==> src/design/lease_consensus_acceptor_assert.svh <==
// ----------------------------------------------------------------------------
// lease_consensus_acceptor_assert.svh
// Assertion macros used by the lease acceptor top level.
// ----------------------------------------------------------------------------
`ifndef LEASE_CONSENSUS_ACCEPTOR_ASSERT_SVH
`define LEASE_CONSENSUS_ACCEPTOR_ASSERT_SVH

// The condition must hold in the same cycle as the trigger.
`define LCA_ASSERT_SAME(lbl, ante, cons, msg) \
  lbl: assert property (@(posedge clk) disable iff (rst) (ante) |-> (cons)) \
    else $error(msg);

// The condition must hold in the cycle after the trigger.
`define LCA_ASSERT_NEXT(lbl, ante, cons, msg) \
  lbl: assert property (@(posedge clk) disable iff (rst) (ante) |=> (cons)) \
    else $error(msg);

`endif

==> src/design/lca_pkg.sv <==
// ----------------------------------------------------------------------------
// lca_pkg
// Types and codes shared by the lease acceptor modules.
// ----------------------------------------------------------------------------
package lca_pkg;

  // Message codes carried in the command field.
  typedef enum logic [1:0] {
    CMD_PREPARE = 2'd0,
    CMD_PROPOSE = 2'd1,
    CMD_TICK    = 2'd2
  } lca_cmd_t;

  // Reply codes placed in the reply_kind field.
  typedef enum logic [2:0] {
    KIND_PREP_REJECT = 3'd0,
    KIND_PREP_OPEN   = 3'd1,
    KIND_PREP_ACCEPT = 3'd2,
    KIND_PROP_REJECT = 3'd3,
    KIND_PROP_ACCEPT = 3'd4
  } lca_kind_t;

  // One incoming message.
  typedef struct packed {
    logic [1:0]  command;
    logic [7:0]  sender_id;
    logic [31:0] proposal_number;
    logic [7:0]  lease_owner;
    logic [23:0] lease_duration;
  } lca_item_t;

  // One response.
  typedef struct packed {
    logic [7:0]  destination;
    logic [7:0]  responder;
    lca_kind_t   reply_kind;
    logic [31:0] echoed_proposal;
    logic [31:0] held_proposal;
    logic [7:0]  held_owner;
    logic [23:0] held_duration;
  } lca_result_t;

  // Acceptor state visible to the top level.
  typedef struct packed {
    logic        has_accepted;
    logic [23:0] lease_left;
    logic [31:0] promised_number;
  } lca_status_t;

endpackage

==> src/design/lca_input_reg.sv <==
// ----------------------------------------------------------------------------
// lca_input_reg
// Input register stage: holds one accepted message until the core takes it.
// ----------------------------------------------------------------------------
module lca_input_reg
  import lca_pkg::*;
(
  input  logic      clk,
  input  logic      rst,
  input  logic      in_valid,
  output logic      in_ready,
  input  lca_item_t in_item,
  input  logic      advance,
  output logic      held_valid,
  output lca_item_t held_item
);

  // The stage can take a new beat when empty or when its item moves on.
  assign in_ready = !held_valid || advance;

  // Occupancy flag.
  always_ff @(posedge clk) begin
    if (rst) begin
      held_valid <= 1'b0;
    end else if (in_ready) begin
      held_valid <= in_valid;
    end
  end

  // Payload capture.
  always_ff @(posedge clk) begin
    if (in_valid && in_ready) begin
      held_item <= in_item;
    end
  end

endmodule

==> src/design/lca_core.sv <==
// ----------------------------------------------------------------------------
// lca_core
// Acceptor state and the decision logic for prepare, propose and tick.
// ----------------------------------------------------------------------------
module lca_core
  import lca_pkg::*;
(
  input  logic        clk,
  input  logic        rst,
  input  logic        cfg_we,
  input  logic [7:0]  cfg_wdata,
  input  logic        take,
  input  lca_item_t   item,
  output logic        gives_result,
  output lca_result_t result,
  output lca_status_t status
);

  logic [7:0]  own_node;
  logic [31:0] promised_number;
  logic        has_accepted;
  logic [31:0] accepted_number;
  logic [7:0]  accepted_owner;
  logic [23:0] accepted_length;
  logic [23:0] lease_left;

  logic [31:0] promised_number_next;
  logic        has_accepted_next;
  logic [31:0] accepted_number_next;
  logic [7:0]  accepted_owner_next;
  logic [23:0] accepted_length_next;
  logic [23:0] lease_left_next;
  logic        below_promise;

  // Only prepare and propose messages are answered.
  assign gives_result = item.command inside {CMD_PREPARE, CMD_PROPOSE};
  assign below_promise = item.proposal_number < promised_number;

  // Decision and next state for the message in the input register.
  always_comb begin
    promised_number_next = promised_number;
    has_accepted_next    = has_accepted;
    accepted_number_next = accepted_number;
    accepted_owner_next  = accepted_owner;
    accepted_length_next = accepted_length;
    lease_left_next      = lease_left;

    result.destination     = item.sender_id;
    result.responder       = own_node;
    result.reply_kind      = KIND_PREP_REJECT;
    result.echoed_proposal = item.proposal_number;
    result.held_proposal   = '0;
    result.held_owner      = '0;
    result.held_duration   = '0;

    case (item.command)
      CMD_PREPARE: begin
        if (!below_promise) begin
          promised_number_next = item.proposal_number;
          if (has_accepted) begin
            result.reply_kind    = KIND_PREP_ACCEPT;
            result.held_proposal = accepted_number;
            result.held_owner    = accepted_owner;
            result.held_duration = accepted_length;
          end else begin
            result.reply_kind = KIND_PREP_OPEN;
          end
        end
      end
      CMD_PROPOSE: begin
        if (below_promise) begin
          result.reply_kind = KIND_PROP_REJECT;
        end else begin
          result.reply_kind    = KIND_PROP_ACCEPT;
          has_accepted_next    = 1'b1;
          accepted_number_next = item.proposal_number;
          accepted_owner_next  = item.lease_owner;
          accepted_length_next = item.lease_duration;
          lease_left_next      = item.lease_duration;
        end
      end
      CMD_TICK: begin
        // The lease expires on the tick that finds one or zero left.
        if (has_accepted) begin
          if (lease_left <= 24'd1) begin
            lease_left_next   = '0;
            has_accepted_next = 1'b0;
          end else begin
            lease_left_next = lease_left - 24'd1;
          end
        end
      end
      default: begin
      end
    endcase
  end

  // Configuration register.
  always_ff @(posedge clk) begin
    if (rst) begin
      own_node <= '0;
    end else if (cfg_we) begin
      own_node <= cfg_wdata;
    end
  end

  // Acceptor state, updated as each message leaves the input register.
  always_ff @(posedge clk) begin
    if (rst) begin
      promised_number <= '0;
      has_accepted    <= 1'b0;
      accepted_number <= '0;
      accepted_owner  <= '0;
      accepted_length <= '0;
      lease_left      <= '0;
    end else if (take) begin
      promised_number <= promised_number_next;
      has_accepted    <= has_accepted_next;
      accepted_number <= accepted_number_next;
      accepted_owner  <= accepted_owner_next;
      accepted_length <= accepted_length_next;
      lease_left      <= lease_left_next;
    end
  end

  assign status.has_accepted    = has_accepted;
  assign status.lease_left      = lease_left;
  assign status.promised_number = promised_number;

endmodule

==> src/design/lca_result_reg.sv <==
// ----------------------------------------------------------------------------
// lca_result_reg
// Output register: holds one response until the consumer takes the beat.
// ----------------------------------------------------------------------------
module lca_result_reg
  import lca_pkg::*;
(
  input  logic        clk,
  input  logic        rst,
  input  logic        load,
  input  lca_result_t result,
  output logic        slot_free,
  input  logic        out_ready,
  output logic        out_valid,
  output lca_result_t out_result
);

  // Free when empty or when the waiting beat leaves this cycle.
  assign slot_free = !out_valid || out_ready;

  // Occupancy flag.
  always_ff @(posedge clk) begin
    if (rst) begin
      out_valid <= 1'b0;
    end else if (load) begin
      out_valid <= 1'b1;
    end else if (out_ready) begin
      out_valid <= 1'b0;
    end
  end

  // Payload capture.
  always_ff @(posedge clk) begin
    if (load) begin
      out_result <= result;
    end
  end

endmodule

==> src/design/lease_consensus_acceptor.sv <==
// ----------------------------------------------------------------------------
// lease_consensus_acceptor
// Lease acceptor: answers prepare and propose messages, counts the lease down.
// ----------------------------------------------------------------------------
//   Channel   Handshake              Payload
//   input     in_valid / in_ready    command, sender_id, proposal_number,
//                                    lease_owner, lease_duration
//   output    out_valid / out_ready  destination .. held_duration
//   config    cfg_we                 cfg_wdata (own_node)
//
// A message is held in the input register, and its response is loaded into
// the output register as the message leaves. One beat per cycle is sustained
// while the output is not stalled. The acceptor state is updated as a message
// leaves the input register, so each message sees the state left by the one
// before. Reset clears all state and both register stages. A stalled output
// blocks only prepare and propose messages; ticks pass through regardless.
// ----------------------------------------------------------------------------
module lease_consensus_acceptor
  import lca_pkg::*;
(
  input  logic        clk,
  input  logic        rst,
  input  logic        cfg_we,
  input  logic [7:0]  cfg_wdata,
  input  logic        in_valid,
  output logic        in_ready,
  input  logic [1:0]  command,
  input  logic [7:0]  sender_id,
  input  logic [31:0] proposal_number,
  input  logic [7:0]  lease_owner,
  input  logic [23:0] lease_duration,
  output logic        out_valid,
  input  logic        out_ready,
  output logic [7:0]  destination,
  output logic [7:0]  responder,
  output logic [2:0]  reply_kind,
  output logic [31:0] echoed_proposal,
  output logic [31:0] held_proposal,
  output logic [7:0]  held_owner,
  output logic [23:0] held_duration
);

`include "lease_consensus_acceptor_assert.svh"

  lca_item_t   in_item;
  lca_item_t   s1_item;
  logic        s1_valid;
  logic        advance;
  logic        gives_result;
  logic        slot_free;
  lca_result_t result;
  lca_result_t out_result;
  lca_status_t status;

  assign in_item.command         = command;
  assign in_item.sender_id       = sender_id;
  assign in_item.proposal_number = proposal_number;
  assign in_item.lease_owner     = lease_owner;
  assign in_item.lease_duration  = lease_duration;

  // A message moves on unless its response has nowhere to go.
  assign advance = s1_valid && (!gives_result || slot_free);

  lca_input_reg u_input_reg (
    .clk        (clk),
    .rst        (rst),
    .in_valid   (in_valid),
    .in_ready   (in_ready),
    .in_item    (in_item),
    .advance    (advance),
    .held_valid (s1_valid),
    .held_item  (s1_item)
  );

  lca_core u_core (
    .clk          (clk),
    .rst          (rst),
    .cfg_we       (cfg_we),
    .cfg_wdata    (cfg_wdata),
    .take         (advance),
    .item         (s1_item),
    .gives_result (gives_result),
    .result       (result),
    .status       (status)
  );

  lca_result_reg u_result_reg (
    .clk        (clk),
    .rst        (rst),
    .load       (advance && gives_result),
    .result     (result),
    .slot_free  (slot_free),
    .out_ready  (out_ready),
    .out_valid  (out_valid),
    .out_result (out_result)
  );

  assign destination     = out_result.destination;
  assign responder       = out_result.responder;
  assign reply_kind      = out_result.reply_kind;
  assign echoed_proposal = out_result.echoed_proposal;
  assign held_proposal   = out_result.held_proposal;
  assign held_owner      = out_result.held_owner;
  assign held_duration   = out_result.held_duration;

  // Checks on the acceptor's own logic.
  `LCA_ASSERT_SAME(a_idle_lease_empty, !status.has_accepted, status.lease_left == 24'd0, "lease count left without a lease")
  `LCA_ASSERT_NEXT(a_prepare_raises_promise, advance && (s1_item.command == CMD_PREPARE) && (result.reply_kind != KIND_PREP_REJECT), status.promised_number == $past(s1_item.proposal_number), "promise not raised by prepare")
  `LCA_ASSERT_NEXT(a_input_held, s1_valid && !advance, s1_valid && $stable(s1_item), "waiting message lost or overwritten")

endmodule

==> config.mk <==
export PLATFORM = sky130hd
export DESIGN_NAME = lease_consensus_acceptor
export DESIGN_NICKNAME = d
export VERILOG_FILES = /design/src/design/lca_pkg.sv /design/src/design/lca_input_reg.sv /design/src/design/lca_core.sv /design/src/design/lca_result_reg.sv /design/src/design/lease_consensus_acceptor.sv
export VERILOG_INCLUDE_DIRS = /design/src /design/src/design
export SDC_FILE = /design/constraint.sdc
export NUM_CORES = 1
export LEC_CHECK = 0
export ABC_CLOCK_PERIOD_IN_PS = 16300
export BUFFER_PORTS_ARGS = -buffer_cell sky130_fd_sc_hd__clkbuf_2
export CORE_ASPECT_RATIO = 1.25
export CORE_MARGIN = 5
export CORE_UTILIZATION = 33
export DETAILED_ROUTE_END_ITERATION = 8
export GPL_TIMING_DRIVEN = 0
export PLACE_DENSITY = 0.59
export SLEW_MARGIN = 40
export SYNTH_ARGS = -nofsm -noshare
export SYNTH_HDL_FRONTEND = slang
export SYNTH_SLANG_ARGS = --single-unit
==> constraint.sdc <==
create_clock -name clk -period 16.3 [get_ports clk]
set_input_delay 0.815 -clock clk [delete_from_list [all_inputs] [get_ports clk]]
set_output_delay 0.815 -clock clk [all_outputs]
set_load 0.01 [all_outputs]
## After elaboration in Yosys (flattened, before gate mapping)

Cells that the tools add are included.

| word-level totals | value |
|---|---|
| register bits after elaboration | 320 |
| bits of input ports | 87 |
| output and inout port bits | 117 |
| word-level logic and storage cells | 63 |

| cells by class | value |
|---|---|
| $add $sub $neg | 1 |
| $lt $le $gt $ge | 2 |
| eq/ne operators | 4 |
| multiplexer cells | 14 |
| bitwise logic cells | 3 |
| reductions and logical operators | 18 |

Operators by type and width:

| kind | number |
|---|---|
| $mux W24 | 3 |
| $pmux W24 S2 | 1 |
| $lt A32 B32 Y1 | 1 |
| $le A24 B1 Y1 const B | 1 |
| $sub A24 B1 Y24 const B | 1 |
| $reduce_and A3 Y1 | 3 |
| $mux W3 | 2 |
| $pmux W3 S2 | 1 |
| $reduce_bool A2 Y1 | 3 |
| $mux W1 | 5 |
| $reduce_and A4 Y1 | 1 |
| $logic_and A1 B1 Y1 | 3 |
| $logic_not A1 Y1 | 3 |
| $logic_or A1 B1 Y1 | 3 |
| $not A1 Y1 | 3 |
| $reduce_or A3 Y1 | 1 |
| $eq A2 B1 Y1 const B | 1 |
| $eq A2 B2 Y1 const B | 1 |
| $logic_not A2 Y1 | 1 |
| $mux W2 | 1 |
| $ne A2 B1 Y1 const B | 1 |
| $ne A2 B2 Y1 const B | 1 |
| $pmux W1 S2 | 1 |

## Logic depth before layout (Yosys ltp)

| depth | value |
|---|---|
| word-level depth | 7 |
| depth in mapped cells | 11 |
| gate-level depth less buffers | 8 |

## Modules after synthesis

Synthesis repeated with hierarchy kept, for this count alone.

| unflattened totals | value |
|---|---|
| cell total of the unflattened synthesis | 1074 |
| area, all modules | 13018.7 sq um |

By module, submodules not included:

| module | times used | cells each | area an instance (sq um) | sequential area each (sq um) |
|---|---|---|---|---|
| lca_core | 1 | 873 | 7223.2 | 2582.5 |
| lca_result_reg | 1 | 119 | 3499.6 | 3473.3 |
| lca_input_reg | 1 | 79 | 2277.2 | 2242.2 |
| lease_consensus_acceptor | 1 | 3 | 18.8 | 0.0 |

## Worst setup path before layout

No wires, ideal clock.

| timing path | value |
|---|---|
| path type | input -> register |
| start point | in out_ready |
| end point | reg u_result_reg.out_result[0] (netlist name) |
| setup time | 0.591 ns |
| data arrival time | 5.936 ns |
| path slack | 9.774 ns |
| stages on the path | 3 |
| buffers on the path | 0 |
| path through | nand2b_1 o21ai_0 nor2_1 |

| on the way | value |
|---|---|
| cells in the longest elaborated chain, start to end | 4 |

RTL lines:

| what | RTL line | source |
|---|---|---|
| from (decl) | lease_consensus_acceptor.sv:33 | `input logic out_ready,` |
| $logic_or A1 B1 Y1 | lca_result_reg.sv:19 | `assign slot_free = !out_valid \|\| out_ready;` |
| $logic_or A1 B1 Y1 | lease_consensus_acceptor.sv:62 | `assign advance = s1_valid && (!gives_result \|\| slot_free);` |
| $logic_and A1 B1 Y1 | lease_consensus_acceptor.sv:62 |  |
| $logic_and A1 B1 Y1 | lease_consensus_acceptor.sv:90 | `.load (advance && gives_result),` |
| named net u_result_reg.load | lca_result_reg.sv:10 | `input logic load,` |

The timed path passes the listed nets, and every way through them passes these cells.
A chain may end at the register's enable or synchronous reset.

## Worst setup path after layout

| timing path | value |
|---|---|
| start point | reg u_input_reg.held_item[46] (netlist name) |
| end point | reg u_result_reg.out_result[53] (netlist name) |

| on the way | value |
|---|---|
| cells in the longest elaborated chain, start to end | 2 |

RTL lines:

| what | RTL line | source |
|---|---|---|
| from (decl) | lca_input_reg.sv:15 | `output lca_item_t held_item` |
| from (signal assigned) | lca_input_reg.sv:33 | `held_item <= in_item;` |
| $lt A32 B32 Y1 | lca_core.sv:37 | `assign below_promise = item.proposal_number < promised_number;` |
| $reduce_or A3 Y1 (no line) | -- |  |

No other way between the ends.

==> results.yml <==
setup_path:
  criticalPathCategory: "flip-flop to flip-flop"
  cp-start-kind: "flip-flop"
  end_kind: "flip-flop"
  cp_max_fo: 10
  crit_arrival_ps: 4360
  timing.rr.end: "u_result_reg.out_result[53]"
  startpoint: "u_input_reg.held_item[46]"
  rr_worst_depth: 10
  critPathRequiredTime_ps: 16670
  endpoint: "u_result_reg.out_result[53]"
  reg2reg_slack_ps: 12300
  worstReg2RegStart: "u_input_reg.held_item[46]"
cts:
  clk_pin_slew_ps: 60
  clk_latency_ps: 520
  postCtsSetupBuffers: 0
  post_cts_resized: 0
  cts_tree: "done"
  clkSinkCount: 320
  numCtsBuffers: 36
  postCtsHoldBufs: 0
  clock_path_buffers: 3
  htree_levels: 2
  cts-root-buf: "clkbuf_16"
placement:
  dp_hpwl_um: 24900
  dp_cells: 1782
  placed_area_um2: 14800
  gp_congestion: 0.913
  port_buffers: 202
die:
  rows: 81
  initial_core_util_pct: 33.2
  coreArea_um2: 38900
  die_h_um: 231
  ios: 204
  die_w_um: 187
  dieArea_um2: 43200
layout:
  fin_cells: 1846
  syn_to_final_growth_pct: 24.0
  fillCellCount: 3751
  drive_above_1_share_pct: 21.4
  n_antenna_cell: 0
  seqCellArea_um2: 8300
  final_common_cell: "clkbuf_2"
  multi_input_area_um2: 4210
  nNetsFinal: 1445
  final_area_um2: 16000
  final_cell_mix: "clkbuf_2 (202), nand2_1 (201), edfxtp_1 (189)"
grt:
  antenna_found_initial: 0
  overflow: 0
  grt_max_degree: 21
  grt_pass1_vias: 9130
  grt_first_pass_wirelength_um: 52200
  track_usage_pct: 15.3
logic_synthesis:
  synth.area.top_cells: "edfxtp_1 (44%), dfxtp_1 (20%), mux2i_1 (8.2%), nand2_1 (5.8%), ha_1 (3.5%)"
  synth_top_area_share_pct: 43.9
  synth_area_um2: 12900
  syn_area_per_cell_um2: 12.1
  synth_edf_count: 189
  async_flop_share_pct: 0
  synth_nets: 1194
  synth_cells: 1071
  ys_ff_latch: 320
  ys_types: 62
  synth_top_flop_cell: "edfxtp_1"
  synth_top_area_cell: "edfxtp_1"
  synth_seq_area_share_pct: 64.2
  ys.warnings.count: 0
timing:
  fin_crit_sh_pct: 24.5
  post-route-min-period_ps: 4000
  skew_ps: 22.8
  tns_ps: 0
  fin_hold_ws_ps: 416
  hold_viol: 0
  worstMarginPinSlew_ps: 774
  setup_viol_count_final: 0
  slew_headroom_pct: 48.4
  slew_viol_final: 0
  max_freq_ghz: 0.250
  rsz0062_at_grt: "no"
worst_hold_path:
  min_path_type: "flip-flop to flip-flop"
power:
  powerDensity_nw_per_um2: 119
  ir_drop_mv: 0.0589
  p_leak_nw: 6.25
  report.power.total_w: 0.00190
routing:
  num_vias: 8935
  antenna_left: 0
  drc_errors: 0
  firstDrtPassIters: 5
  top_layer: "met4"
  wl_per_cell_um: 18.4
  drt_iter0_markers: 472
  wl_met3_um: 1610
  wl_met1_um: 13600
  wl_met2_um: 17500
  post_drt_via_cell_ratio: 4.84
  wl_um: 33900
job:
  drv_cap: 0
run_status:
  status: "complete, no violations"
## registers in the layout, indices dropped and copies added (netlist names)
signal / count
u_core.accepted_length: 24
u_result_reg.out_result: 115
u_core.accepted_number: 32
u_core.has_accepted: 1
u_core.accepted_owner: 8
u_core.lease_left: 24
u_core.own_node: 8
u_input_reg.held_valid: 1
u_input_reg.held_item: 74
u_result_reg.out_valid: 1
u_core.promised_number: 32
## how the worst min path moves through the flow
stage                                    from                           end  slack [ps]  cells after the start
floorplan           u_input_reg.held_item[64]  u_result_reg.out_result[107]         400                      0
global placement    u_input_reg.held_item[65]  u_result_reg.out_result[108]         400                      0
detailed placement  u_input_reg.held_item[68]  u_result_reg.out_result[111]         410                      0
CTS                 u_input_reg.held_item[68]  u_result_reg.out_result[111]         420                      0
global route        u_input_reg.held_item[66]  u_result_reg.out_result[109]         430                      0
finish              u_input_reg.held_item[68]  u_result_reg.out_result[111]         420                      0
## layout make-up
type	count	area share (%)
multi-input combinational	642	26.3
clock buffer	50	6.21
clock inverter	14	1.37
inverter	51	1.19
timing repair buffer	213	7.73
tap	498	3.89
sequential	320	51.8
buffer	58	1.50
## kinds of logic (layout without fill, tap and decap cells)
group / after synthesis / count (layout) / share of synthesized area, %
buf+inv: 109 / 386 / 3.34
flops: 320 / 320 / 64.2
simple gates: 362 / 362 / 13.2
mux: 106 / 106 / 8.21
fa+ha+maj: 36 / 36 / 3.49
xor+xnor: 4 / 4 / 0.271
compound gates: 134 / 134 / 7.24
## per-stage QoR
stage / util, % / setup slack [ps]
after floorplan: - / 9770
after global placement: 37.4 / 6660
after detailed placement: 38.0 / 12230
after CTS: 41.2 / 12180
after global routing: 41.2 / 12000
final: 41.2 / 12300
## power by group
group          switching (W)  total, W  leakage [nW]  internal [W]
Combinational      0.0000975  0.000158          2.84     0.0000601
Clock               0.000322  0.000844         0.593      0.000522
Sequential         0.0000169  0.000902          2.81      0.000885
## worst max-delay path: stages, from the launching register on
cell	delay, ps
edfxtp_1	450
ha_1	360
nand4_1	140
nor3_1	380
nor4b_1	480
o41ai_1	220
buf_2	260
a21oi_1	320
clkbuf_1	630
clkbuf_1	380
and2_1	220
## cell usage after synthesis (5+ instances only)
cell type,instances
nand2_1,201
clkbuf_1,43
or3_1,6
nor2b_1,6
o32ai_1,14
or4_1,6
nor4_1,11
o2bb2ai_1,5
a21oi_1,38
nand3_1,5
nor3_1,17
buf_2,9
nand4_1,7
dfxtp_1,131
mux2i_1,106
and2_1,64
ha_1,36
o21ai_0,26
inv_1,51
edfxtp_1,189
nor2_1,26
## layer usage
metal / up-vias / GRT usage (%)
met2: 256 / 28.1
met5: - / 0
met1: 4264 / 17.8
met3: 78 / 3.10
met4: 0 / 5.71
li1: 4337 / -
Note: power is estimated with default switching activity, not from simulation.
